===== config.mk =====
export PLATFORM = sky130hd
export DESIGN_NAME = sconv_fifo
export DESIGN_NICKNAME = d
export VERILOG_FILES = /design/src/sconv_fifo.sv
export SDC_FILE = /design/constraint.sdc
export NUM_CORES = 1
export LEC_CHECK = 0
export BUFFER_PORTS_ARGS = -buffer_cell sky130_fd_sc_hd__buf_4
export CORE_MARGIN = 10
export CORE_UTILIZATION = 60
export CTS_BUF_LIST = sky130_fd_sc_hd__clkbuf_4
export CTS_CLUSTER_SIZE = 30
export DETAILED_ROUTE_END_ITERATION = 8
export MAX_ROUTING_LAYER = met4
export PLACE_DENSITY = 0.79
export SETUP_SLACK_MARGIN = 0.05
export SLEW_MARGIN = 20
export SYNTH_ARGS = -nofsm -noshare
export SYNTH_HDL_FRONTEND = slang
export SYNTH_SLANG_ARGS = --single-unit

===== constraint.sdc =====
create_clock -name clk -period 3.8 [get_ports clk]
set_clock_uncertainty 0.15 [all_clocks]
set_input_delay 0 -clock clk [delete_from_list [all_inputs] [get_ports clk]]
set_output_delay 0 -clock clk [all_outputs]
set_load 0.02 [all_outputs]

===== src/sconv_fifo.sv =====
module sconv_fifo #(
  parameter int WIDTH = 32,
  parameter int DEPTH = 8
) (
  input  logic                     clk,
  input  logic                     rst,
  input  logic                     push,
  input  logic [WIDTH-1:0]         push_data,
  input  logic                     pop,
  output logic [WIDTH-1:0]         pop_data,
  output logic                     not_empty,
  output logic [$clog2(DEPTH):0]   count
);

  localparam int AW = $clog2(DEPTH);

  logic [WIDTH-1:0] mem [DEPTH];
  logic [AW-1:0]    wr_ptr;
  logic [AW-1:0]    rd_ptr;

  always_ff @(posedge clk) begin
    if (rst) begin
      wr_ptr <= '0;
      rd_ptr <= '0;
      count  <= '0;
    end else begin
      if (push) begin
        wr_ptr <= (wr_ptr == AW'(DEPTH - 1)) ? '0 : wr_ptr + 1'b1;
      end
      if (pop) begin
        rd_ptr <= (rd_ptr == AW'(DEPTH - 1)) ? '0 : rd_ptr + 1'b1;
      end
      if (push && !pop) begin
        count <= count + 1'b1;
      end else if (pop && !push) begin
        count <= count - 1'b1;
      end
    end
    if (push) begin
      mem[wr_ptr] <= push_data;
    end
  end

  assign pop_data  = mem[rd_ptr];
  assign not_empty = (count != '0);

endmodule


==> flow_metrics.tcl, run 1 <==
set metrics [dict create \
    crit_chain "buf_4, mux4_1, mux2_2, buf_4" \
    holdWs_ns 0.0958 \
    drtAntennaViolNets 0 \
    dieArea_um2 23000 \
    async_flop_share_pct 0 \
    synth_area_leader_cell "edfxtp_1" \
    max_freq_mhz 322 \
    grt_pass1_wl_mm 30.6 \
    cts_sinks 269 \
    grt_use_total_pct 18.3 \
    ys_seq_elements 269 \
    grt_pass1_vias 5602 \
    p_leak_nw 4.45 \
    cts_root_buf "clkbuf_4" \
    cts_buffers 61 \
    syn_to_final_growth_pct 23.1 \
    wl_mm 20.0 \
    required_ns 3.65 \
    synthTopCellsByArea "edfxtp_1 74%, mux4_1 10%, mux4_2 5.2%" \
    ys_top_cells_by_count "256 x edfxtp_1, 40 x mux4_1, 33 x mux2_2, 24 x mux4_2, 21 x nor2_1" \
    arrival_ns 2.95 \
    htreeDepth 2 \
    coreArea_um2 17100 \
    drc 0 \
    pwr_density_cell_nw_per_um2 484 \
    status "complete, no violations" \
    port_buffers 72 \
    syn_avg_cell_area_um2 23.4 \
    io_pins 73 \
    cp-end-kind "output pin" \
    worst_pin_slew_ns 1.08 \
    gp_congestion 0.681 \
    min_path_cells 4 \
    cpPeakStageDelay_ns 0.85 \
    dr.pass1.iters 5 \
    ff2ff_setup_slack_ns 1.58 \
    antenna_found_initial 1 \
    clock_path_buffers 3 \
    gr-total-overflow 0 \
    maxCapViolCount 0 \
    syn_nets 488 \
    start_kind "flip-flop" \
    nNetsFinal 687 \
    slowest_stage "dfxtp_4" \
    r2r-end "mem[6][19]" \
    setup_viol 0 \
    viasPerCell 5.63 \
    finalSetupTns_ns 0 \
    netlist_instances 444 \
    initial_utilization_pct 60.7 \
    hp-start "pop" \
    yosysWarningCount 0 \
    cts_resized 0 \
    avgRoutedWirePerCell_um 21.7 \
    path_buf_inv 2 \
    vias 5189 \
    r2r-start "wr_ptr[1]" \
    synth_cell_types 26 \
    rsz0062_at_grt "false" \
    finalMaxSlewViolations 0 \
    drive_above_1_share_pct 37.6 \
    clk_pin_slew_ns 0.07 \
    chipHeight_um 152 \
    peakVddDrop_mv 0.336 \
    fillerInstances 971 \
    clock_latency_ns 0.67 \
    cts_tree "yes" \
    drt_iter0_markers 343 \
    cts_setup_buffers 0 \
    netlist_area_um2 10400 \
    worst-setup-path-type "reg -> out" \
    seq_area_frac_synth_pct 76.4 \
    cp.depth 4 \
    min_period_ns 3.10 \
    synth_edf_count 256 \
    hold_viol_final 0 \
    yosysMostFrequentCell "edfxtp_1" \
    reg2reg_depth 3 \
    row_count 48 \
    worst_path_most_repeated_cell "buf_4" \
    path_max_fanout 43 \
    critPathTopFamily "multiplexers" \
    relSlewSlack_pct 28.1 \
    hpwl_mm 11.2 \
    die_w_um 152 \
    worstHoldPathType "in -> reg" \
    layout_worst_path_cycle_share_pct 81.6 \
    netlist.area_leader.share_pct 73.9 \
    yosys_most_used_dff "edfxtp_1" \
    cts_hold_buf 71 \
    grt_max_degree 44 \
]
where the power goes:
| group | internal [mW] | switching [mW] |
|---|---|---|
| Sequential | 3.31 | 0.0537 |
| Combinational | 0.304 | 0.271 |
| Clock | 1.18 | 1.07 |
| Total | 4.80 | 1.39 |
per-stage QoR:
step | total power, mW | instance area (µm²) | cells | util (%) | worst slack, ns
CTS | 6.24 | 12800 | 920 | 74.8 | 0.596
detailed placement | 3.95 | 11300 | 734 | 65.9 | 1.34
global placement | 3.93 | 11300 | 734 | 65.9 | 1.38
floorplan | 3.73 | 10400 | 444 | - | 0.466
finish | 6.19 | 12800 | 921 | 74.8 | 0.699
global route | 6.45 | 12800 | 921 | 74.8 | 0.489
kinds of logic after synthesis:
kind of cell               synth area share [%]
DFF                                        76.4
muxes                                      19.2
and+or+nand+nor                            1.41
buffers and inverters                      1.36
AOI/OAI and AO/OA                         0.421
adders and majority gates                  1.03
xor gates and xnor gates                  0.169
state kept, by name (all words and copies together), names as in the netlist, named ones only:
| register | cells |
|---|---|
| count | 4 |
| mem | 256 |
| rd_ptr | 3 |
| wr_ptr | 3 |
per-layer routing:
metal  share of wire [%]  vias to the layer above  track usage, %
li1                    -                     2347               -
met1                  40                     2648            21.9
met2                  53                      169            30.1
met3                 6.1                       25            4.28
met4                 1.4                        0            6.20
met5                   0                        -               -
area by class of cell:
class	instances	area (µm²)	share of cell area, %
Inverter	3	11.3	0.0880
Tap cell	225	282	2.20
Clock buffer	99	743	5.81
Sequential cell	269	7950	62.1
Timing Repair Buffer	156	1370	10.7
Antenna cell	1	2.50	0.0196
Clock inverter	16	68.8	0.538
Multi-Input combinational cell	152	2360	18.5
worst max path at each step:
| stage | startpoint | end | slack (ns) |
|---|---|---|---|
| global route | flip-flop | pop_data[21] | 0.49 |
| floorplan | wr_ptr[0] | mem[0][0] | 0.47 |
| global placement | flip-flop | pop_data[27] | 1.38 |
| detailed placement | flip-flop | pop_data[15] | 1.34 |
| finish | flip-flop | pop_data[15] | 0.70 |
| CTS | flip-flop | pop_data[15] | 0.60 |
layout by cell type (no fill, tap or decap), drive strengths merged, types with 3 or more instances in the layout:
cell | Yosys | layout
buf | 17 | 85
mux4 | 64 | 64
clkinv | 0 | 14
mux2i | 3 | 3
mux2 | 33 | 33
clkbuf | 3 | 99
a21oi | 6 | 6
nor3 | 3 | 3
nand2 | 4 | 4
nor2 | 21 | 21
nand2b | 3 | 3
ha | 7 | 7
dlygate4sd3 | 0 | 71
inv | 3 | 5
dfxtp | 13 | 13
edfxtp | 256 | 256
worst reg2reg max path, stage by stage (launching register included):
cell	delay (ns)
dfxtp_1	0.47
nand2_1	0.21
nor2_4	0.73
buf_4	0.35
(Power assumes the default switching activity.)
==> inputs of run 2 (changes only) <==
--- a/config.mk
+++ b/config.mk
@@ -5,6 +5,7 @@
 export SDC_FILE = /design/constraint.sdc
 export NUM_CORES = 1
 export LEC_CHECK = 0
+export ABC_AREA = 1
 export BUFFER_PORTS_ARGS = -buffer_cell sky130_fd_sc_hd__buf_4
 export CORE_MARGIN = 10
 export CORE_UTILIZATION = 60
==> constraint.sdc (replaced) <==
create_clock -name clk -period 2.9 [get_ports clk]
set_clock_uncertainty 0.15 [all_clocks]
set_input_delay 0 -clock clk [delete_from_list [all_inputs] [get_ports clk]]
set_output_delay 0 -clock clk [all_outputs]
set_load 0.02 [all_outputs]
==> flow_metrics.tcl, run 2 <==
set metrics [dict create \
    status "complete, no violations" \
    p_seq_share_pct 50.6 \
    netSwitchingFraction_pct 24.2 \
    wl_mm 24.1 \
    start_kind "flip-flop" \
    yosys_most_used_dff "edfxtp_1" \
    nNetsFinal 1170 \
    top_register "mem" \
    ys_top_cells_by_count "268 x nor2_1, 256 x edfxtp_1, 179 x nand2_1, 103 x o21ai_0, 26 x o21ai_1" \
    clk_pin_slew_ns 0.06 \
    pwr_density_cell_nw_per_um2 656 \
    p_total_mw 8.73 \
    finalMaxSlewViolations 0 \
    chipHeight_um 155 \
    cp-end-kind "output pin" \
    mostFrequentLayoutCells "260 x nor2_1, 256 x edfxtp_1, 179 x nand2_1" \
    setup_viol 0 \
    async_flop_share_pct 0 \
    row_count 49 \
    io_pins 73 \
    drt_iter0_markers 556 \
    worst-setup-path-type "reg -> out" \
    yosysWarningCount 0 \
    netlist.area_leader.share_pct 70.7 \
    hpwl_mm 13.3 \
    critPathTopFamily "flip-flops" \
    largest_reg_flops 256 \
    pwr-share-comb_pct 11.7 \
    dr.pass1.iters 7 \
    synth_area_leader_cell "edfxtp_1" \
    grt_max_degree 65 \
    drc 0 \
    synth_edf_count 256 \
    required_ns 2.75 \
    path_max_fanout 53 \
    synthTopCellsByArea "edfxtp_1 71%, nor2_1 9.2%, nand2_1 6.2%" \
    avgRoutedWirePerCell_um 17.2 \
    clock_latency_ns 0.68 \
    cts_setup_buffers 0 \
    syn_avg_cell_area_um2 11.6 \
    antenna_found_initial 1 \
    netlist_area_um2 10900 \
    wl_met3_mm 1.48 \
    met1_length_mm 9.93 \
    utilization_pct 74.4 \
    grt_use_total_pct 20.7 \
    min_period_ns 2.65 \
    hold_viol_final 0 \
    crit_chain "buf_6, nor2_1, nor2_1, o21ai_0, nand2_1, nand2_1, nand2_1, buf_4" \
    die_w_um 155 \
    relSlewSlack_pct 47.3 \
    top_layer "met4" \
    cts_buffers 68 \
    drive_above_1_share_pct 18.8 \
    p_int_mw 6.61 \
    met2_wirelength_mm 12.2 \
    cts_sinks 269 \
    post-place-ws_ns 0.769 \
    gr-total-overflow 0 \
    peakVddDrop_mv 0.552 \
    drtAntennaViolNets 0 \
    htreeDepth 3 \
    p_leak_nw 5.13 \
    clock_path_buffers 3 \
    vias 7499 \
    coreArea_um2 17900 \
    maxCapViolCount 0 \
    yosysMostFrequentCell "nor2_1" \
    slowest_stage "dfxtp_4" \
    cts_tree "yes" \
    path_buf_inv 2 \
    viasPerCell 5.33 \
    cpPeakStageDelay_ns 0.62 \
    grt_pass1_vias 7624 \
    rsz0062_at_grt "true" \
    initial_utilization_pct 60.8 \
    worst_pin_slew_ns 0.791 \
    grt_pass1_wl_mm 38.6 \
    layout_worst_path_cycle_share_pct 91.3 \
    layout_commonest_cell "nor2_1" \
    setup_slack_ns 0.251 \
    worstHoldPathType "in -> reg" \
    finalSetupTns_ns 0 \
    p_sw_mw 2.12 \
    netlist_instances 938 \
    port_buffers 72 \
    dieArea_um2 23900 \
    gp_congestion 0.802 \
    worst_path_most_repeated_cell "nand2_1" \
    seq_area_frac_synth_pct 73.0 \
    ys_seq_elements 269 \
    cts_root_buf "clkbuf_4" \
    syn_to_final_growth_pct 22.4 \
    max_freq_mhz 378 \
    clockPowerShare_pct 37.8 \
    synth_cell_types 22 \
    arrival_ns 2.50 \
    syn_nets 982 \
    reg_top3 "mem (256), count (4)" \
]
run 2: cell count changes after synthesis, moves of 7 or more:
| cell | delta |
|---|---|
| o21ai_0 | +103 |
| buf_6 | +8 |
| clkbuf_2 | +7 |
| mux2_2 | -33 |
| mux4_1 | -40 |
| o21ai_1 | +26 |
| nor2_1 | +247 |
| mux4_2 | -24 |
| buf_2 | +10 |
| inv_1 | +11 |
| nand2_1 | +175 |
run 2: tightest hold or removal path, cell delays in order:
cell           delay [ns]
dlygate4sd3_1        0.55
buf_4                0.15
nand2_1              0.05
a21oi_1              0.07
run 2: power groups by stage:
stage	Clock (mW)	Combinational, mW	Sequential [mW]
final	3.30	1.02	4.41
after global routing	3.60	1.12	4.42
after CTS	3.35	1.02	4.41
after detailed placement	0	0.934	4.50
after global placement	0	0.908	4.49
after floorplan	0	0.576	4.49
run 2: stage by stage:
stage               hold WS [ns]  area, µm²  instances
floorplan                -0.0511      10900        938
global placement          0.0837      11700       1213
detailed placement        0.0854      11700       1213
CTS                      0.00844      13300       1405
global route              0.0470      13300       1406
finish                    0.0537      13300       1406
run 2: cell type report:
type                            count  area, µm²
Tap cell                          229        287
Timing Repair Buffer              167       1490
Clock inverter                     12       97.6
Fill cell                        1168       4590
Inverter                           16       62.6
Clock buffer                      108        811
Sequential cell                   269       7950
Antenna cell                        1       2.50
Multi-Input combinational cell    604       2610
run 2: repair_timing:
item                                    in CTS  in global routing
gates resized for setup                      1                  2
gates cloned                                 0                  0
hold buffers                                72                  0
endpoints found under the setup margin       4                 14
endpoints found under the hold margin      272                  0
run 2: final timing paths:
kind / from / end / slack (ns) / cells after the start
max reg2reg: wr_ptr[0] / mem[5][19] / 0.81 / 3
max: flip-flop / pop_data[29] / 0.25 / 8
min reg2reg: rd_ptr[2] / rd_ptr[2] / 0.35 / 2
min: pop / rd_ptr[2] / 0.05 / 4
run 2: layer usage:
metal / up-vias / GRT usage [%]
li1: 3623 / -
met1: 3546 / 24.5
met2: 284 / 34.0
met3: 46 / 4.74
met4: 0 / 7.92
met5: - / -
run 2: cell families after synthesis:
kind of cell	count (synthesis)	synth area share [%]
AO/OA/AOI/OAI	139	6.44
AND/OR/NAND/NOR	455	15.8
buffers and inverters	65	3.53
flip-flops	269	73.0
adder cells (fa/ha/maj)	8	0.989
XOR/XNOR	2	0.161
